`src/sv/mer_pkg.sv`:
```
// ----------------------------------------------------------------------------
// mer_pkg
// Shared types, step codes and the control store of the ellipse rasterizer
// sequencer.
// ----------------------------------------------------------------------------
`default_nettype none

package mer_pkg;

	// Datapath actions, one per control word
	typedef enum logic [3:0] {
		OP_NONE      = 4'd0,
		OP_LOAD      = 4'd1,
		OP_SET_ASQ   = 4'd2,
		OP_SET_BSQ   = 4'd3,
		OP_INIT      = 4'd4,
		OP_R1_XY     = 4'd5,
		OP_R1_DEC    = 4'd6,
		OP_SET_DONE  = 4'd7,
		OP_TMP_XX    = 4'd8,
		OP_TMP_YY    = 4'd9,
		OP_ACC       = 4'd10,
		OP_R2_INIT   = 4'd11,
		OP_R2_XY     = 4'd12,
		OP_R2_DEC    = 4'd13,
		OP_EMIT      = 4'd14,
		OP_EMIT_ZERO = 4'd15
	} op_t;

	// Multiplier operand pairs
	typedef enum logic [2:0] {
		M_NONE  = 3'd0,
		M_AA    = 3'd1,
		M_BB    = 3'd2,
		M_ASQ_B = 3'd3,
		M_XX    = 3'd4,
		M_YY    = 3'd5,
		M_BSQ_T = 3'd6,
		M_ASQ_T = 3'd7
	} mul_t;

	// Branch conditions
	typedef enum logic [1:0] {
		C_ALWAYS   = 2'd0,
		C_KEEP_R1  = 2'd1,
		C_Y_ZERO   = 2'd2,
		C_OUT_BUSY = 2'd3
	} cond_t;

	typedef enum logic {
		J_BRANCH   = 1'b0,
		J_DISPATCH = 1'b1
	} jump_t;

	// Drawing phase, one-hot
	typedef enum logic [2:0] {
		PH_DONE = 3'b001,
		PH_ONE  = 3'b010,
		PH_TWO  = 3'b100
	} phase_t;

	typedef logic [4:0] step_t;

	localparam step_t S_IDLE    = 5'd0;
	localparam step_t S_ST_AA   = 5'd1;
	localparam step_t S_ST_BB   = 5'd2;
	localparam step_t S_ST_AB   = 5'd3;
	localparam step_t S_ST_INIT = 5'd4;
	localparam step_t S_SETTLE  = 5'd5;
	localparam step_t S_R1A     = 5'd6;
	localparam step_t S_R1B     = 5'd7;
	localparam step_t S_SET_CHK = 5'd8;
	localparam step_t S_R2_XX   = 5'd9;
	localparam step_t S_R2_YY   = 5'd10;
	localparam step_t S_R2_BT   = 5'd11;
	localparam step_t S_R2_AT   = 5'd12;
	localparam step_t S_R2_INIT = 5'd13;
	localparam step_t S_FIN     = 5'd14;
	localparam step_t S_R2A     = 5'd15;
	localparam step_t S_R2B     = 5'd16;
	localparam step_t S_EMIT    = 5'd17;
	localparam step_t S_ZEMIT   = 5'd18;

	typedef struct packed {
		op_t   op;
		mul_t  mul;
		cond_t cond;
		jump_t jump;
		step_t tgt_t;
		step_t tgt_f;
	} ctrl_t;

	// Datapath flags seen by the sequencer
	typedef struct packed {
		logic keep_r1;
		logic y_zero;
		logic ph_one;
		logic ph_two;
	} stat_t;

	function automatic ctrl_t mer_cw(input op_t op, input mul_t mul, input cond_t cond,
			input jump_t jump, input step_t tgt_t, input step_t tgt_f);
		ctrl_t cw;
		cw.op    = op;
		cw.mul   = mul;
		cw.cond  = cond;
		cw.jump  = jump;
		cw.tgt_t = tgt_t;
		cw.tgt_f = tgt_f;
		return cw;
	endfunction

	// Control store: one word per step
	function automatic ctrl_t mer_ucode(input step_t pc);
		ctrl_t cw;
		case (pc)
			S_IDLE:    cw = mer_cw(OP_LOAD, M_NONE, C_ALWAYS, J_DISPATCH, S_IDLE, S_IDLE);
			S_ST_AA:   cw = mer_cw(OP_NONE, M_AA, C_ALWAYS, J_BRANCH, S_ST_BB, S_ST_BB);
			S_ST_BB:   cw = mer_cw(OP_SET_ASQ, M_BB, C_ALWAYS, J_BRANCH, S_ST_AB, S_ST_AB);
			S_ST_AB:   cw = mer_cw(OP_SET_BSQ, M_ASQ_B, C_ALWAYS, J_BRANCH,
					S_ST_INIT, S_ST_INIT);
			S_ST_INIT: cw = mer_cw(OP_INIT, M_NONE, C_ALWAYS, J_BRANCH, S_SETTLE, S_SETTLE);
			S_SETTLE:  cw = mer_cw(OP_NONE, M_NONE, C_KEEP_R1, J_BRANCH, S_EMIT, S_SET_CHK);
			S_R1A:     cw = mer_cw(OP_R1_XY, M_NONE, C_ALWAYS, J_BRANCH, S_R1B, S_R1B);
			S_R1B:     cw = mer_cw(OP_R1_DEC, M_NONE, C_KEEP_R1, J_BRANCH, S_EMIT, S_SET_CHK);
			S_SET_CHK: cw = mer_cw(OP_NONE, M_NONE, C_Y_ZERO, J_BRANCH, S_FIN, S_R2_XX);
			S_R2_XX:   cw = mer_cw(OP_NONE, M_XX, C_ALWAYS, J_BRANCH, S_R2_YY, S_R2_YY);
			S_R2_YY:   cw = mer_cw(OP_TMP_XX, M_YY, C_ALWAYS, J_BRANCH, S_R2_BT, S_R2_BT);
			S_R2_BT:   cw = mer_cw(OP_TMP_YY, M_BSQ_T, C_ALWAYS, J_BRANCH, S_R2_AT, S_R2_AT);
			S_R2_AT:   cw = mer_cw(OP_ACC, M_ASQ_T, C_ALWAYS, J_BRANCH, S_R2_INIT, S_R2_INIT);
			S_R2_INIT: cw = mer_cw(OP_R2_INIT, M_NONE, C_ALWAYS, J_BRANCH, S_EMIT, S_EMIT);
			S_FIN:     cw = mer_cw(OP_SET_DONE, M_NONE, C_ALWAYS, J_BRANCH, S_EMIT, S_EMIT);
			S_R2A:     cw = mer_cw(OP_R2_XY, M_NONE, C_ALWAYS, J_BRANCH, S_R2B, S_R2B);
			S_R2B:     cw = mer_cw(OP_R2_DEC, M_NONE, C_ALWAYS, J_BRANCH, S_EMIT, S_EMIT);
			S_EMIT:    cw = mer_cw(OP_EMIT, M_NONE, C_OUT_BUSY, J_BRANCH, S_EMIT, S_IDLE);
			S_ZEMIT:   cw = mer_cw(OP_EMIT_ZERO, M_NONE, C_OUT_BUSY, J_BRANCH,
					S_ZEMIT, S_IDLE);
			default:   cw = mer_cw(OP_NONE, M_NONE, C_ALWAYS, J_BRANCH, S_IDLE, S_IDLE);
		endcase
		return cw;
	endfunction

endpackage

`default_nettype wire

```
`src/sv/mer_seq.sv`:
```
// ----------------------------------------------------------------------------
// mer_seq
// Step counter and control store readout with conditional branches and the
// item dispatch taken in the idle step.
// ----------------------------------------------------------------------------
`default_nettype none

module mer_seq (
	input  logic           clk,
	input  logic           arst_n,
	input  logic           accept,
	input  logic           func,
	input  logic           out_busy,
	input  mer_pkg::stat_t stat,
	output mer_pkg::ctrl_t ctrl,
	output logic           idle
);
	import mer_pkg::*;

	step_t pc_q;
	step_t pc_next;
	logic  cond_hit;

	// Read the control word of the current step
	always_comb begin
		ctrl = mer_ucode(pc_q);
	end

	assign idle = (pc_q == S_IDLE);

	// Evaluate the branch condition
	always_comb begin
		case (ctrl.cond)
			C_ALWAYS:   cond_hit = 1'b1;
			C_KEEP_R1:  cond_hit = stat.keep_r1;
			C_Y_ZERO:   cond_hit = stat.y_zero;
			C_OUT_BUSY: cond_hit = out_busy;
			default:    cond_hit = 1'b1;
		endcase
	end

	// Pick the next step
	always_comb begin
		if (ctrl.jump == J_DISPATCH) begin
			if (!accept) begin
				pc_next = S_IDLE;
			end else if (!func) begin
				pc_next = S_ST_AA;
			end else if (stat.ph_one) begin
				pc_next = S_R1A;
			end else if (stat.ph_two) begin
				pc_next = S_R2A;
			end else begin
				pc_next = S_ZEMIT;
			end
		end else begin
			pc_next = cond_hit ? ctrl.tgt_t : ctrl.tgt_f;
		end
	end

	// Advance the step counter
	always_ff @(posedge clk or negedge arst_n) begin
		if (!arst_n) begin
			pc_q <= S_IDLE;
		end else begin
			pc_q <= pc_next;
		end
	end

endmodule

`default_nettype wire

```
`config.mk`:
```
export PLATFORM = sky130hd
export DESIGN_NAME = mer_seq
export DESIGN_NICKNAME = d
export VERILOG_FILES = /design/src/sv/mer_pkg.sv /design/src/sv/mer_seq.sv
export SDC_FILE = /design/constraint.sdc
export NUM_CORES = 1
export LEC_CHECK = 0
export BUFFER_PORTS_ARGS = -buffer_cell sky130_fd_sc_hd__buf_4
export CAP_MARGIN = 10
export CORE_UTILIZATION = 35
export DETAILED_ROUTE_END_ITERATION = 6
export PLACE_DENSITY_LB_ADDON = 0.15
export SYNTH_ARGS = -nofsm -noshare
export SYNTH_HDL_FRONTEND = slang
export SYNTH_SLANG_ARGS = --single-unit
```
`constraint.sdc`:
```
create_clock -name clk -period 2.6 [get_ports clk]
set_input_delay 0.26 -clock clk [delete_from_list [all_inputs] [get_ports clk]]
set_output_delay 0.26 -clock clk [all_outputs]
set_load 0.01 [all_outputs]
```
=== After elaboration in Yosys (flattened, before gate mapping) ===
Memory sizes are Yosys's and may differ from the RTL's.
Index checks and enable logic that the tools add are counted.

* Memories kept: 1
* Bits of input ports: 9
* Bits in read-only memories: 640
* Flip-flop bits (word level): 5
* Logic and storage cells: 14

{| class="wikitable"
|+ Memory list
! name !! depth !! width !! read ports !! clocked after memory_dff !! wr ports !! RTL line !! source
|-
| (no name shown) || 32 || 20 || 1 || 0 || 0 || mer_pkg.sv:116 || <nowiki>case (pc)</nowiki>
|}

* Multiplexer cells: 7
* Equal/unequal tests: 3
* Reductions and logical operators: 2

{| class="wikitable"
|+ Operators with widths
! cell !! count
|-
| two-way mux 5 bit || 6
|-
| zero test 5 bit || 1
|-
| == test 2 bit (second input constant) || 2
|-
| case mux 1 bit (4 select lines) || 1
|-
| == test 2 x 1 -> 1 bit (second input constant) || 1
|-
| zero test 2 bit || 1
|}

=== Logic depth before layout (Yosys ltp) ===
* Depth after elaboration: 5
* Gate-level depth with buffers: 8

=== Worst setup path after synthesis ===
OpenSTA, ideal clock, no wires.

* Path type: reg2reg
* Start point: reg pc_q[0]
* End point: reg pc_q[2]
* Data arrival time: 1.930 ns
* Required time: 2.476 ns
* Cell stages (with the launch flop): 8
* Setup slack: 0.546 ns
* Path buffers: 0
* Cell sequence: dfrtp_1 inv_1 ha_1 and2_4 a22oi_4 mux2i_2 a211oi_1 a211o_1

* Longest elaborated chain between the ends: 5
* Elaborated cells between the ends (all ways): 8
* Classes of those cells: eq/ne: 3; mux: 3; reduce/logical: 1; memory: 1

{| class="wikitable"
|+ RTL lines
! what !! RTL line !! source
|-
| from (decl) || mer_seq.sv:20 || <nowiki>step_t pc_q;</nowiki>
|-
| from (signal assigned) || mer_seq.sv:66 || <nowiki>pc_q <= pc_next;</nowiki>
|-
| memory read (32 x 20 bit) (*) || n/a ||
|-
| == test 2 bit (tied with other cells) || mer_seq.sv:33 || <nowiki>case (ctrl.cond)</nowiki>
|-
| case mux 1 bit (4 select lines) || mer_seq.sv:33 ||
|-
| two-way mux 5 bit || mer_seq.sv:57 || <nowiki>pc_next = cond_hit ? ctrl.tgt_t : ctrl.tgt_f;</nowiki>
|-
| two-way mux 5 bit (*) || mer_seq.sv:44 || <nowiki>if (ctrl.jump == J_DISPATCH) begin</nowiki>
|-
| via pc_next[2] || mer_seq.sv:21 || <nowiki>step_t pc_next;</nowiki>
|}

The timed path passes the listed nets; every way through them passes the cells marked *.

==> qor.csv <==
stage,metric,value,unit
setup_path,crit_slowest_cell,dfrtp_1,
outcome,status,finished clean,
global_route,grt_pass1_wl,4505,um
placed_design,port_buffers,29,
global_route,grt_pass1_vias,984,
routing,remaining_drc_errors,0,
floorplan,die_area,2840,um2
clock_network,htree_levels,1,
setup_path,cpMostUsedCell,inv_1,
synth,avgSynthCellArea,7.030,um2
power_and_ir_drop,p_per_area,1409,nW/um2
synth,synthArstFlopShare,100.0,%
floorplan,start_util,37.17,%
floorplan,io_pins,30,
timing,fin_skew,0.0003734,ns
clock_network,tritoncts,yes,
clock_network,cts_buffer_depth,2,
floorplan,die_y,53.30,um
routing,wirelength,2864,um
timing,max_slew_margin,61.12,%
synth,syn-num-nets,145,
finish,max_flop_register,pc_q,
setup_path,critical_path_class,reg2out,
placed_design,dp_hpwl,2267,um
clock_network,clockRootBuffer,clkbuf_4,
timing,hold_viol_final,0,
power_and_ir_drop,p_leak,0.5884,nW
routing,viasPerCell,5.553,
routing,drtAntennaViolNets,0,
setup_path,cpPeakStageDelay,0.45,ns
routing,first_pass_iters,4,
clock_network,cts_made_buffers,3,
floorplan,die_w,53.30,um
global_route,grt_usage,21.97,%
setup_path,worstPathMaxFanout,11,
synth,syn-instance-count,131,
synth,synthDistinctLibCells,47,
floorplan,core,2477,um2
power_and_ir_drop,power,1.676,mW
setup_path,worstPathCellList,inv_1 > ha_2 > nand2b_1 > a22o_1 > a221oi_2 > inv_1 > buf_4,
clock_network,clk_latency,0.24,ns
finish,largest_reg_flops,5,
routing,wl_per_cell,15.07,um
hold_path,worstHoldPathType,in2reg,
clock_network,post_cts_buffers,0,
finish,antenna_cells,0,
synth,netlist_area,920.9,um2
timing,rsz0062_at_grt,no,
timing,finalCritPeriodShare,90.75,%
synth,synth-edff-count,0,
finish,fill_cells,277,
placed_design,dp.cells,185,
timing,finalSetupViolations,0,
placed_design,gp_congestion,0.8046,
timing,max_freq,423.8,MHz
finish,syn2layout_area_growth,29.21,%
clock_network,clock_sinks,5,
finish,top_regs,pc_q (5),
finish,final_nets,175,
setup_path,arrival,2.10,ns
finish,final_common_cell,buf_4,
synth,yosysWarnings,0,
floorplan,rows,18,
routing,via_count,1055,
timing,slew_viol_final,0,
hold_path,holdPathStages,2,
timing,setup_tns,0,ns
synth,seq_area_frac_synth,13.59,%
global_route,grt_overflow,0,
synth,synth_ff_type,dfrtp_1,
finish,finalNonFillerCells,190,
clock_network,path_clk_slew,0.04,ns
timing,worst_pin_slew,0.5832,ns
job,maxCapViolCount,0,
finish,drive_gt1_share,28.13,%
finish,final_cell_mix,"32 x buf_4, 15 x nor2_1, 11 x nand2_1, 9 x a21oi_1, 9 x o21ai_0",
setup_path,worstPathRequired,2.34,ns
setup_path,endpoint_kind,output pin,
setup_path,r2r_cells,7,
global_route,grt_antenna_before_repair,0,
power_and_ir_drop,irDropWorstVdd,642.2,uV
setup_path,start_kind,register,
global_route,grt_max_degree,20,
routing,drt_iter0_drc,27,
synth,ys_ff_latch,5,
timing,fin_crit,2.359,ns
setup_path,r2r_slack,0.37,ns
[synthesized netlist by cell type, types with 3 or more instances]
| library cell | instances | area [um2] |
|---|---|---|
| nor2_1 | 15 | 56.30 |
| and2_1 | 3 | 18.77 |
| nand3b_1 | 3 | 22.52 |
| a211o_1 | 3 | 26.28 |
| nor3_1 | 4 | 20.02 |
| nand3_1 | 3 | 15.01 |
| ha_1 | 5 | 62.56 |
| o21ai_0 | 9 | 45.04 |
| a21oi_1 | 9 | 45.04 |
| buf_2 | 5 | 25.02 |
| a31oi_1 | 3 | 18.77 |
| nor2b_1 | 5 | 31.28 |
| dfrtp_1 | 5 | 125.1 |
| nand2_1 | 11 | 41.29 |
| inv_1 | 7 | 26.28 |
| nand2b_1 | 4 | 25.02 |
[routing by layer]
metal / routed length, um / global-route usage, %
met5: 0 / 0
met4: 39 / 8.772
met3: 106 / 1.437
met2: 1391 / 37.08
met1: 1327 / 28.50
[layout make-up]
cell class / instances / area (um2) / share of cell area, %
well taps: 30 / 37.54 / 3.155
multi-input cells: 111 / 724.4 / 60.88
clock buffers: 4 / 26.28 / 2.208
repair buffers: 33 / 250.2 / 21.03
flip-flops and latches: 5 / 125.1 / 10.52
inverters: 7 / 26.28 / 2.208
[power by group]
group,switching (mW),internal (mW),total [mW]
registers,0.0921,0.110,0.202
logic,0.744,0.639,1.38
clock network,0.0323,0.0580,0.0904
total,0.869,0.808,1.68
[critical path: cells and delay by family (launching register included)]
family | cells | cell delay, ns
and+or+nand+nor | 1 | 0.21
adders and majority gates | 1 | 0.27
buffers and inverters | 3 | 0.36
AOI/OAI and AO/OA | 2 | 0.57
DFF | 1 | 0.45
[timing repair]
item,CTS,global route
hold endpoints to repair,5,0
gates resized for setup,0,1
hold buffers,1,0
endpoints found under the setup margin,0,1
[path summary, 6_finish.rpt]
| check | start | to |
|---|---|---|
| hold reg to reg | pc_q[1]$_DFF_PN0_ | pc_q[0]$_DFF_PN0_ |
| setup reg to reg | pc_q[0]$_DFF_PN0_ | pc_q[2]$_DFF_PN0_ |
| hold / removal | stat[3] | pc_q[3]$_DFF_PN0_ |
| max in group asynchronous | arst_n | pc_q[4]$_DFF_PN0_ |
| min in group asynchronous | arst_n | pc_q[2]$_DFF_PN0_ |
| setup / recovery | pc_q[1]$_DFF_PN0_ | ctrl[7] |
[cells by family (layout without fill, tap and decap cells)]
kind of cell | after synthesis | in the layout | share of synthesized area (%)
fa+ha+maj | 5 | 5 | 6.793
simple gates | 60 | 60 | 34.92
mux | 3 | 3 | 3.668
compound gates | 42 | 42 | 32.07
buf+inv | 15 | 44 | 8.016
flops | 5 | 5 | 13.59
xor+xnor | 1 | 1 | 0.9513
[through the flow]
step                      hold WS [ns]  instance area, um2  setup WS [ns]  util (%)
final                           0.3315                1190         0.2406     48.03
after global routing            0.3167                1190        0.09119     48.03
after CTS                       0.3173                1187         0.1465     47.93
after detailed placement       0.06560                1151         0.3586     46.46
after global placement         0.06639                1151         0.4052     46.46
after floorplan               -0.03559               920.9         0.5463         -
(Power assumes the default switching activity.)
