--- config.mk ---
export PLATFORM = sky130hd
export DESIGN_NAME = mer_dpath
export DESIGN_NICKNAME = d
export VERILOG_FILES = /design/src/sv/mer_pkg.sv /design/src/sv/mer_dpath.sv
export SDC_FILE = /design/constraint.sdc
export NUM_CORES = 2
export LEC_CHECK = 0
export BUFFER_PORTS_ARGS = -buffer_cell sky130_fd_sc_hd__buf_2
export CAP_MARGIN = 40
export CORE_AREA = 4 4 387 389
export DETAILED_ROUTE_END_ITERATION = 7
export DIE_AREA = 0 0 391 393
export GPL_ROUTABILITY_DRIVEN = 0
export PLACE_DENSITY = 0.56
export SYNTH_ARGS = -nofsm -noshare
export SYNTH_HDL_FRONTEND = slang
export SYNTH_SLANG_ARGS = --single-unit
--- constraint.sdc ---
create_clock -name clk -period 10.5 [get_ports clk]
set_input_delay 0.525 -clock clk [delete_from_list [all_inputs] [get_ports clk]]
set_output_delay 0.525 -clock clk [all_outputs]
set_load 0.05 [all_outputs]
--- src/sv/mer_pkg.sv ---
// ----------------------------------------------------------------------------
// mer_pkg
// Shared types, step codes and the control store of the ellipse rasterizer
// sequencer.
// ----------------------------------------------------------------------------
`default_nettype none

package mer_pkg;

	// Datapath actions, one per control word
	typedef enum logic [3:0] {
		OP_NONE      = 4'd0,
		OP_LOAD      = 4'd1,
		OP_SET_ASQ   = 4'd2,
		OP_SET_BSQ   = 4'd3,
		OP_INIT      = 4'd4,
		OP_R1_XY     = 4'd5,
		OP_R1_DEC    = 4'd6,
		OP_SET_DONE  = 4'd7,
		OP_TMP_XX    = 4'd8,
		OP_TMP_YY    = 4'd9,
		OP_ACC       = 4'd10,
		OP_R2_INIT   = 4'd11,
		OP_R2_XY     = 4'd12,
		OP_R2_DEC    = 4'd13,
		OP_EMIT      = 4'd14,
		OP_EMIT_ZERO = 4'd15
	} op_t;

	// Multiplier operand pairs
	typedef enum logic [2:0] {
		M_NONE  = 3'd0,
		M_AA    = 3'd1,
		M_BB    = 3'd2,
		M_ASQ_B = 3'd3,
		M_XX    = 3'd4,
		M_YY    = 3'd5,
		M_BSQ_T = 3'd6,
		M_ASQ_T = 3'd7
	} mul_t;

	// Branch conditions
	typedef enum logic [1:0] {
		C_ALWAYS   = 2'd0,
		C_KEEP_R1  = 2'd1,
		C_Y_ZERO   = 2'd2,
		C_OUT_BUSY = 2'd3
	} cond_t;

	typedef enum logic {
		J_BRANCH   = 1'b0,
		J_DISPATCH = 1'b1
	} jump_t;

	// Drawing phase, one-hot
	typedef enum logic [2:0] {
		PH_DONE = 3'b001,
		PH_ONE  = 3'b010,
		PH_TWO  = 3'b100
	} phase_t;

	typedef logic [4:0] step_t;

	localparam step_t S_IDLE    = 5'd0;
	localparam step_t S_ST_AA   = 5'd1;
	localparam step_t S_ST_BB   = 5'd2;
	localparam step_t S_ST_AB   = 5'd3;
	localparam step_t S_ST_INIT = 5'd4;
	localparam step_t S_SETTLE  = 5'd5;
	localparam step_t S_R1A     = 5'd6;
	localparam step_t S_R1B     = 5'd7;
	localparam step_t S_SET_CHK = 5'd8;
	localparam step_t S_R2_XX   = 5'd9;
	localparam step_t S_R2_YY   = 5'd10;
	localparam step_t S_R2_BT   = 5'd11;
	localparam step_t S_R2_AT   = 5'd12;
	localparam step_t S_R2_INIT = 5'd13;
	localparam step_t S_FIN     = 5'd14;
	localparam step_t S_R2A     = 5'd15;
	localparam step_t S_R2B     = 5'd16;
	localparam step_t S_EMIT    = 5'd17;
	localparam step_t S_ZEMIT   = 5'd18;

	typedef struct packed {
		op_t   op;
		mul_t  mul;
		cond_t cond;
		jump_t jump;
		step_t tgt_t;
		step_t tgt_f;
	} ctrl_t;

	// Datapath flags seen by the sequencer
	typedef struct packed {
		logic keep_r1;
		logic y_zero;
		logic ph_one;
		logic ph_two;
	} stat_t;

	function automatic ctrl_t mer_cw(input op_t op, input mul_t mul, input cond_t cond,
			input jump_t jump, input step_t tgt_t, input step_t tgt_f);
		ctrl_t cw;
		cw.op    = op;
		cw.mul   = mul;
		cw.cond  = cond;
		cw.jump  = jump;
		cw.tgt_t = tgt_t;
		cw.tgt_f = tgt_f;
		return cw;
	endfunction

	// Control store: one word per step
	function automatic ctrl_t mer_ucode(input step_t pc);
		ctrl_t cw;
		case (pc)
			S_IDLE:    cw = mer_cw(OP_LOAD, M_NONE, C_ALWAYS, J_DISPATCH, S_IDLE, S_IDLE);
			S_ST_AA:   cw = mer_cw(OP_NONE, M_AA, C_ALWAYS, J_BRANCH, S_ST_BB, S_ST_BB);
			S_ST_BB:   cw = mer_cw(OP_SET_ASQ, M_BB, C_ALWAYS, J_BRANCH, S_ST_AB, S_ST_AB);
			S_ST_AB:   cw = mer_cw(OP_SET_BSQ, M_ASQ_B, C_ALWAYS, J_BRANCH,
					S_ST_INIT, S_ST_INIT);
			S_ST_INIT: cw = mer_cw(OP_INIT, M_NONE, C_ALWAYS, J_BRANCH, S_SETTLE, S_SETTLE);
			S_SETTLE:  cw = mer_cw(OP_NONE, M_NONE, C_KEEP_R1, J_BRANCH, S_EMIT, S_SET_CHK);
			S_R1A:     cw = mer_cw(OP_R1_XY, M_NONE, C_ALWAYS, J_BRANCH, S_R1B, S_R1B);
			S_R1B:     cw = mer_cw(OP_R1_DEC, M_NONE, C_KEEP_R1, J_BRANCH, S_EMIT, S_SET_CHK);
			S_SET_CHK: cw = mer_cw(OP_NONE, M_NONE, C_Y_ZERO, J_BRANCH, S_FIN, S_R2_XX);
			S_R2_XX:   cw = mer_cw(OP_NONE, M_XX, C_ALWAYS, J_BRANCH, S_R2_YY, S_R2_YY);
			S_R2_YY:   cw = mer_cw(OP_TMP_XX, M_YY, C_ALWAYS, J_BRANCH, S_R2_BT, S_R2_BT);
			S_R2_BT:   cw = mer_cw(OP_TMP_YY, M_BSQ_T, C_ALWAYS, J_BRANCH, S_R2_AT, S_R2_AT);
			S_R2_AT:   cw = mer_cw(OP_ACC, M_ASQ_T, C_ALWAYS, J_BRANCH, S_R2_INIT, S_R2_INIT);
			S_R2_INIT: cw = mer_cw(OP_R2_INIT, M_NONE, C_ALWAYS, J_BRANCH, S_EMIT, S_EMIT);
			S_FIN:     cw = mer_cw(OP_SET_DONE, M_NONE, C_ALWAYS, J_BRANCH, S_EMIT, S_EMIT);
			S_R2A:     cw = mer_cw(OP_R2_XY, M_NONE, C_ALWAYS, J_BRANCH, S_R2B, S_R2B);
			S_R2B:     cw = mer_cw(OP_R2_DEC, M_NONE, C_ALWAYS, J_BRANCH, S_EMIT, S_EMIT);
			S_EMIT:    cw = mer_cw(OP_EMIT, M_NONE, C_OUT_BUSY, J_BRANCH, S_EMIT, S_IDLE);
			S_ZEMIT:   cw = mer_cw(OP_EMIT_ZERO, M_NONE, C_OUT_BUSY, J_BRANCH,
					S_ZEMIT, S_IDLE);
			default:   cw = mer_cw(OP_NONE, M_NONE, C_ALWAYS, J_BRANCH, S_IDLE, S_IDLE);
		endcase
		return cw;
	endfunction

endpackage

`default_nettype wire

--- src/sv/mer_dpath.sv ---
// ----------------------------------------------------------------------------
// mer_dpath
// Ellipse datapath: geometry registers, decision and step terms, one shared
// registered multiplier, driven by the sequencer control word.
// ----------------------------------------------------------------------------
`default_nettype none

module mer_dpath #(
	parameter int COORD_BITS = 12
) (
	input  logic                         clk,
	input  logic                         arst_n,
	input  mer_pkg::ctrl_t               ctrl,
	input  logic                         load,
	input  logic [COORD_BITS-1:0]        center_x,
	input  logic [COORD_BITS-1:0]        center_y,
	input  logic [COORD_BITS-2:0]        radius_x,
	input  logic [COORD_BITS-2:0]        radius_y,
	input  logic [23:0]                  color,
	output mer_pkg::stat_t               stat,
	output logic signed [COORD_BITS+1:0] pt_right_x,
	output logic signed [COORD_BITS+1:0] pt_left_x,
	output logic signed [COORD_BITS+1:0] pt_lower_y,
	output logic signed [COORD_BITS+1:0] pt_upper_y,
	output logic [23:0]                  pt_color,
	output logic                         pt_last
);
	import mer_pkg::*;

	localparam int RAD = COORD_BITS - 1;
	localparam int SQ  = 2 * RAD;
	localparam int MW  = 2 * RAD + 2;
	localparam int DW  = 2 * MW;
	localparam int ST  = 3 * RAD + 2;

	logic [COORD_BITS-1:0] ctr_x_q, ctr_y_q;
	logic [RAD-1:0]        a_q, b_q;
	logic [SQ-1:0]         asq_q, bsq_q;
	logic [RAD-1:0]        cur_x_q, cur_y_q;
	logic signed [DW-1:0]  dec_q;
	logic [ST-1:0]         sx_q, sy_q;
	logic signed [MW-1:0]  tmp_q;
	logic signed [DW-1:0]  acc_q;
	logic [23:0]           color_q;
	logic                  dneg_q, dpos_q;
	phase_t                phase_q;

	logic signed [MW-1:0]  mul_a, mul_b;
	logic signed [DW-1:0]  prod_s1;

	logic [RAD-1:0]        ym;
	logic [ST-1:0]         two_bsq, two_asq;
	logic signed [DW-1:0]  asq_w, bsq_w, sx_w, sy_w;
	logic signed [DW-1:0]  r2_base;

	assign ym      = cur_y_q - 1'b1;
	assign two_bsq = {{(ST-SQ-1){1'b0}}, bsq_q, 1'b0};
	assign two_asq = {{(ST-SQ-1){1'b0}}, asq_q, 1'b0};
	assign asq_w   = $signed({{(DW-SQ){1'b0}}, asq_q});
	assign bsq_w   = $signed({{(DW-SQ){1'b0}}, bsq_q});
	assign sx_w    = $signed({{(DW-ST){1'b0}}, sx_q});
	assign sy_w    = $signed({{(DW-ST){1'b0}}, sy_q});

	// Select multiplier operands
	always_comb begin
		case (ctrl.mul)
			M_AA: begin
				mul_a = $signed({{(MW-RAD){1'b0}}, a_q});
				mul_b = $signed({{(MW-RAD){1'b0}}, a_q});
			end
			M_BB: begin
				mul_a = $signed({{(MW-RAD){1'b0}}, b_q});
				mul_b = $signed({{(MW-RAD){1'b0}}, b_q});
			end
			M_ASQ_B: begin
				mul_a = $signed({{(MW-SQ){1'b0}}, asq_q});
				mul_b = $signed({{(MW-RAD){1'b0}}, b_q});
			end
			M_XX: begin
				mul_a = $signed({{(MW-RAD){1'b0}}, cur_x_q});
				mul_b = $signed({{(MW-RAD){1'b0}}, cur_x_q});
			end
			M_YY: begin
				mul_a = $signed({{(MW-RAD){1'b0}}, ym});
				mul_b = $signed({{(MW-RAD){1'b0}}, ym});
			end
			M_BSQ_T: begin
				mul_a = $signed({{(MW-SQ){1'b0}}, bsq_q});
				mul_b = tmp_q;
			end
			M_ASQ_T: begin
				mul_a = $signed({{(MW-SQ){1'b0}}, asq_q});
				mul_b = tmp_q;
			end
			default: begin
				mul_a = '0;
				mul_b = '0;
			end
		endcase
	end

	// Register the product
	always_ff @(posedge clk) begin
		prod_s1 <= mul_a * mul_b;
	end

	// Region-two start value, truncated toward zero in quarter units
	always_comb begin
		r2_base = acc_q + prod_s1 + $signed({{(DW-SQ+2){1'b0}}, bsq_q[SQ-1:2]});
		if ((bsq_q[1:0] != 2'b00) && r2_base[DW-1]) begin
			r2_base = r2_base + DW'(1);
		end
	end

	// Drawing phase
	always_ff @(posedge clk or negedge arst_n) begin
		if (!arst_n) begin
			phase_q <= PH_DONE;
		end else begin
			case (ctrl.op)
				OP_LOAD: begin
					if (load) begin
						phase_q <= PH_ONE;
					end
				end
				OP_SET_DONE: phase_q <= PH_DONE;
				OP_R2_INIT:  phase_q <= PH_TWO;
				OP_R2_XY: begin
					if (cur_y_q <= RAD'(1)) begin
						phase_q <= PH_DONE;
					end
				end
				default: phase_q <= phase_q;
			endcase
		end
	end

	// Execute the datapath action of the current step
	always_ff @(posedge clk) begin
		case (ctrl.op)
			OP_LOAD: begin
				if (load) begin
					ctr_x_q <= center_x;
					ctr_y_q <= center_y;
					a_q     <= radius_x;
					b_q     <= radius_y;
					color_q <= color;
					cur_x_q <= '0;
					cur_y_q <= radius_y;
					sx_q    <= '0;
				end
			end
			OP_SET_ASQ: asq_q <= prod_s1[SQ-1:0];
			OP_SET_BSQ: bsq_q <= prod_s1[SQ-1:0];
			OP_INIT: begin
				dec_q <= $signed({{(DW-SQ+2){1'b0}}, asq_q[SQ-1:2]}) + bsq_w - prod_s1;
				sy_q  <= {prod_s1[ST-2:0], 1'b0};
			end
			OP_R1_XY: begin
				cur_x_q <= cur_x_q + 1'b1;
				sx_q    <= sx_q + two_bsq;
				dneg_q  <= dec_q[DW-1];
				if (!dec_q[DW-1]) begin
					cur_y_q <= cur_y_q - 1'b1;
					sy_q    <= sy_q - two_asq;
				end
			end
			OP_R1_DEC: begin
				dec_q <= dec_q + bsq_w + sx_w - (dneg_q ? DW'(0) : sy_w);
			end
			OP_TMP_XX: begin
				tmp_q <= prod_s1[MW-1:0] + $signed({{(MW-RAD){1'b0}}, cur_x_q});
			end
			OP_TMP_YY: begin
				tmp_q <= prod_s1[MW-1:0] - $signed({{(MW-SQ){1'b0}}, bsq_q});
			end
			OP_ACC:     acc_q <= prod_s1;
			OP_R2_INIT: dec_q <= r2_base;
			OP_R2_XY: begin
				cur_y_q <= cur_y_q - 1'b1;
				sy_q    <= sy_q - two_asq;
				dpos_q  <= !dec_q[DW-1] && (dec_q != '0);
				if (dec_q[DW-1] || (dec_q == '0)) begin
					cur_x_q <= cur_x_q + 1'b1;
					sx_q    <= sx_q + two_bsq;
				end
			end
			OP_R2_DEC: begin
				dec_q <= dec_q + asq_w - sy_w + (dpos_q ? DW'(0) : sx_w);
			end
			default: begin
			end
		endcase
	end

	// Report flags to the sequencer
	always_comb begin
		stat.keep_r1 = (sx_q < sy_q);
		stat.y_zero  = (cur_y_q == '0);
		stat.ph_one  = (phase_q == PH_ONE);
		stat.ph_two  = (phase_q == PH_TWO);
	end

	// Form the four mirrored coordinates
	assign pt_right_x = $signed({2'b00, ctr_x_q} + {3'b000, cur_x_q});
	assign pt_left_x  = $signed({2'b00, ctr_x_q} - {3'b000, cur_x_q});
	assign pt_lower_y = $signed({2'b00, ctr_y_q} + {3'b000, cur_y_q});
	assign pt_upper_y = $signed({2'b00, ctr_y_q} - {3'b000, cur_y_q});
	assign pt_color   = color_q;
	assign pt_last    = (phase_q == PH_DONE);

endmodule

`default_nettype wire

After elaboration in Yosys (flattened, before gate mapping)
Cells that the tools add are included.
{ "totals": {"ff_bits": 379, "in_bits": 93, "output_inout_bits": 85} }
{ "op_classes": {"mux": 21, "multipliers": 1, "add_sub_neg": 21, "eq_ne": 27, "magnitude_cmp": 2, "n_reduce_logical": 21} }
{ "op_table": {"columns": ["cell", "n"], "rows": [
  ["35-bit one-hot mux with 3 select lines", 2],
  ["48-bit one-hot mux with 4 select lines", 1],
  ["35-bit two-way mux", 5],
  ["22-bit one-hot mux with 6 select lines", 1],
  ["24-bit one-hot mux with 5 select lines", 1],
  ["48-bit by 23-bit adder with 48-bit output", 2],
  ["48-bit by 36-bit adder with 48-bit output", 2],
  ["48-bit by 36-bit subtractor with 48-bit output", 2],
  ["11-bit one-hot mux with 3 select lines", 2],
  ["48-bit by 2-bit adder with 48-bit output, second input constant", 1],
  ["48-bit by 21-bit adder with 48-bit output", 1],
  ["48-bit adder", 1],
  ["48-bit zero test", 1],
  ["48-bit two-way mux", 1],
  ["24-bit one-hot mux with 2 select lines", 1],
  ["48-bit nonzero test", 1],
  ["24-bit by 48-bit subtractor with 48-bit output", 1],
  ["23-bit by 24-bit multiplier with 47-bit output", 1],
  ["11-bit two-way mux", 4],
  ["35-bit by 23-bit adder with 35-bit output", 1],
  ["35-bit less-than comparator", 1],
  ["35-bit by 23-bit subtractor with 35-bit output", 1],
  ["12-bit by 11-bit adder with 13-bit output", 2],
  ["12-bit by 11-bit subtractor with 13-bit output", 2],
  ["other kinds (26)", 55]
]} }

Logic depth before layout (Yosys ltp)
{ "logic_depth": {"word_depth": 5, "mapped_depth": 39, "depth_no_buf": 38} }

Worst setup path before layout
OpenSTA, ideal clock, no wires.
{ "synth_path": {"path_kind": "register to register", "from": "register cur_y_q[1]", "to": "register prod_s1[46]", "arrival_time_ns": 8.794, "slack_ns": 1.585, "required_time_ns": 10.378, "stages_incl_launch_ff": 38, "cell_sequence": "edfxtp_1 inv_1 ha_1 nand2_1 nor4_1 xnor2_1 nand2_1 o21ai_0 a21oi_1 nor2_1 a31oi_1 clkbuf_1 nand2_1 fa_1 inv_1 fa_1 inv_1 fa_1 (+2 left out) fa_1 fa_1 inv_1 fa_1 inv_1 ha_1 clkbuf_1 nand4_1 or4_1 o2111ai_1 nand2_1 o211ai_1 a21oi_1 a211o_1 o21a_1 o221ai_1 a21oi_1 xnor2_1"} }
{ "synth_via": {"elab_chain_cells": 3, "word_cells_on_any_way": 4, "cone_classes": "add/sub: 1; mul: 1; mux: 2"} }
{ "synth_rtl": {"columns": ["element", "line_no", "rtl"], "rows": [
  ["from (decl)", "mer_dpath.sv:39", "logic [RAD-1:0] cur_x_q, cur_y_q;"],
  ["from (signal assigned)", "mer_dpath.sv:149", "cur_y_q <= radius_y;"],
  ["from (signal assigned)", "mer_dpath.sv:164", "cur_y_q <= cur_y_q - 1'b1;"],
  ["from (signal assigned)", "mer_dpath.sv:180", "cur_y_q <= cur_y_q - 1'b1;"],
  ["11-bit by 1-bit subtractor with 11-bit output *", "mer_dpath.sv:56", "assign ym = cur_y_q - 1'b1;"],
  ["22-bit one-hot mux with 6 select lines or 24-bit one-hot mux with 5 select lines (tied branches)", "mer_dpath.sv:66", "case (ctrl.mul)"],
  ["23-bit by 24-bit multiplier with 47-bit output *", "mer_dpath.sv:104", "prod_s1 <= mul_a * mul_b;"],
  ["to (signal assigned)", "mer_dpath.sv:104", null],
  ["to (decl)", "mer_dpath.sv:49", "logic signed [DW-1:0] prod_s1;"]
]} }
Mark *: on every way between the ends. The rest lies on a longest branch, timed or not.
A chain may end at the register's enable or synchronous reset.

Worst setup path after layout
Ends and elaborated chain as after synthesis.

==> run metrics <==
die height 393 um; fmax 101 MHz; GR Util met3 1.96%; total wire length 169000 um; first-pass GRT wire length 266000 um; max_cap viols 0; FF-to-FF path depth 36; Crit-path slowest cell fa_1; total number of vias 44700; Worst-Margin Slew 0.939 ns; total CTS buffers 48; Post-CTS Setup Bufs 0; GRT Resource Usage Total 22.1%; clock transition at the registers of the reported paths 0.06 ns; largest net degree at the start of global routing 67; share of layout cells above drive strength 1 7.01%; WL per Instance 20.2 um; Hold Path Cell Cnt 1; initial core utilization 37.7%; Area growth, synth to finish 9.75%; maximum clock path buffer count 3; Power Density 329 nW/um^2; Root Driver clkbuf_16; Setup crit end kind flip-flop; Clock Latency Late Sink 0.67 ns; peak supply drop 0.644 mV; CTS sink count 375; critical-path maximum fanout 13; antenna violations before repair 5; grt ovf 0; H-tree level count 2; Slew Viols, Final 0; Cell Rows 141; post-DP HPWL 139000 um; GR Util met2 34.9%; Worst Setup Start Kind flip-flop; Mapped Area 55400 sq um; DIE WIDTH 391 um; via/cell ratio 5.34; asr flop ratio synth 0.800%; TritonCTS clock tree built; part of the Yosys area used for sequential elements 19.5%; RSZ-0062 raised after global routing false; Initial DRC Count 3812; post-synthesis cell type count 102; CP max stage delay 0.57 ns; final hold vios 0; register bit total from synthesis 375; worst setup path category flip-flop to flip-flop; Relative slew margins 37.4%; Yosys warnings 0; vias in the first global route 45800; status finished clean; final worst path period share 94.0%; number of enable flip-flop cells after synthesis 325; final-layout fill cell count 14700; M1 GR Usage 32.7%; Final Net Count 7709; Pleak 28.0 nW; Crit path required time 11.01 ns; Post-synth top flop edfxtp_1; flop2flop setup slack 0.63 ns; crit path time final 9.87 ns; post-synthesis cell count 6247; most used cell, CP fa_1; final setup TNS 0 ns; syn_area_per_cell 8.86 sq um; Boundary Pins 178; Hold Crit Class input port to flip-flop; gr busiest metal met2; Core Region 147000 sq um; final setup violation count 0; I/O Buffers 162; dpl cells 8251; DRT antenna net count 0; CP Data Arrival Time 10.38 ns; Finished Layout Cells 8370; DRC 0; Clock Skew 0.0454 ns; DIE AREA 154000 sq um; drt pass-1 iters 5
## sequential cells by signal, indices dropped and copies added, names as in the netlist, 11 cells and up
signal / cells
cur_x_q: 11
prod_s1: 47
tmp_q: 24
bsq_q: 22
ctr_y_q: 12
asq_q: 22
acc_q: 47
sy_q: 34
cur_y_q: 11
sx_q: 34
b_q: 11
dec_q: 48
pt_color: 24
ctr_x_q: 12
a_q: 11
## placed cells by master, fill, tap and decap left out, types with 162 or more instances in the layout
cell type and n:
inv_1 1075, fa_1 690, nand2_1 628, ha_1 528
nor2_1 526, a21oi_1 383, edfxtp_1 325, xnor2_1 268
o21ai_0 228, buf_2 162
## routing by layer
metal,up-vias,wire length [um]
met5,-,13
met4,2,4860
met1,22200,80200
met3,233,10200
li1,20900,-
met2,1419,74000
## kinds of logic (layout without fill, tap and decap cells)
kind of cell | count (synthesis) | after routing | synth area share (%)
AO/OA/AOI/OAI | 1150 | 1150 | 13.3
XOR/XNOR | 397 | 397 | 6.28
AND/OR/NAND/NOR | 1794 | 1794 | 14.9
adder cells (fa/ha/maj) | 1226 | 1226 | 37.0
other | 1 | 4 | 0.00677
multiplexers | 14 | 14 | 0.258
buffers and inverters | 1290 | 1480 | 8.82
flip-flops | 375 | 375 | 19.5
## cell type report
class,instances,area [sq um],area share [%]
multi-input combinational,4583,39800,65.5
inverter,1078,4050,6.66
sequential,375,10800,17.7
tap,1930,2410,3.97
timing repair buffer,312,2110,3.47
antenna,2,5.00,0.00824
clock inverter,30,330,0.544
clock buffer,60,1310,2.15
## synth_stat cells, drive strengths merged (37+ instances only)
| cell type | instances | share of area, % |
|---|---|---|
| a211oi | 40 | 0.57 |
| a21o | 131 | 1.8 |
| a21oi | 394 | 3.6 |
| and2 | 43 | 0.49 |
| and3 | 72 | 0.81 |
| buf | 37 | 0.33 |
| clkbuf | 175 | 1.2 |
| dfxtp | 47 | 1.7 |
| edfxtp | 325 | 18 |
| fa | 690 | 25 |
| ha | 528 | 12 |
| inv | 1077 | 7.3 |
| nand2 | 632 | 4.3 |
| nand2b | 78 | 0.88 |
| nand3 | 92 | 0.83 |
| nand4 | 53 | 0.62 |
| nor2 | 533 | 3.6 |
| nor2b | 54 | 0.61 |
| nor3 | 98 | 0.89 |
| o21ai | 245 | 2.2 |
| o21bai | 56 | 0.78 |
| xnor2 | 268 | 4.2 |
| xor2 | 129 | 2.0 |
## critical path: cells and delay by family (launching register included)
| family | cells | cell delay, ns |
|---|---|---|
| xor gates and xnor gates | 2 | 0.27 |
| adders and majority gates | 9 | 4.19 |
| and+or+nand+nor | 8 | 1.64 |
| buffers and inverters | 7 | 0.94 |
| DFF | 1 | 0.49 |
| AOI/OAI and AO/OA | 10 | 2.22 |
## final timing paths
path                             startpoint           to
worst max-delay path             cur_y_q[1]  prod_s1[46]
worst min-delay path            center_y[4]   ctr_y_q[4]
worst max register to register   cur_y_q[1]  prod_s1[46]
worst min register to register   phase_q[0]   phase_q[0]
max in group asynchronous            arst_n   phase_q[0]
min in group asynchronous            arst_n   phase_q[1]
## per-stage QoR
| stage | cell area (sq um) | setup WS (ns) | utilization, % | power, mW | hold slack [ns] |
|---|---|---|---|---|---|
| after CTS | 60700 | 0.611 | 41.4 | 19.9 | 0.000126 |
| after floorplan | 55400 | 1.58 | - | 13.4 | 0.229 |
| after detailed placement | 58900 | 0.680 | 40.1 | 18.0 | 0.326 |
| final | 60800 | 0.626 | 41.4 | 20.0 | 0.0407 |
| after global routing | 60800 | 0.00871 | 41.4 | 21.9 | 0.0191 |
| after global placement | 58800 | 0.826 | 40.0 | 17.8 | 0.324 |
## repair_timing
item	CTS	global route
resized for setup	0	0
hold buffers	25	0
hold endpoints to repair	27	0
## where the power goes
part / internal (mW) / switching, mW
sequential: 2.10 / 0.358
combinational: 6.06 / 9.74
clock: 0.996 / 0.742
(Power assumes the default switching activity.)
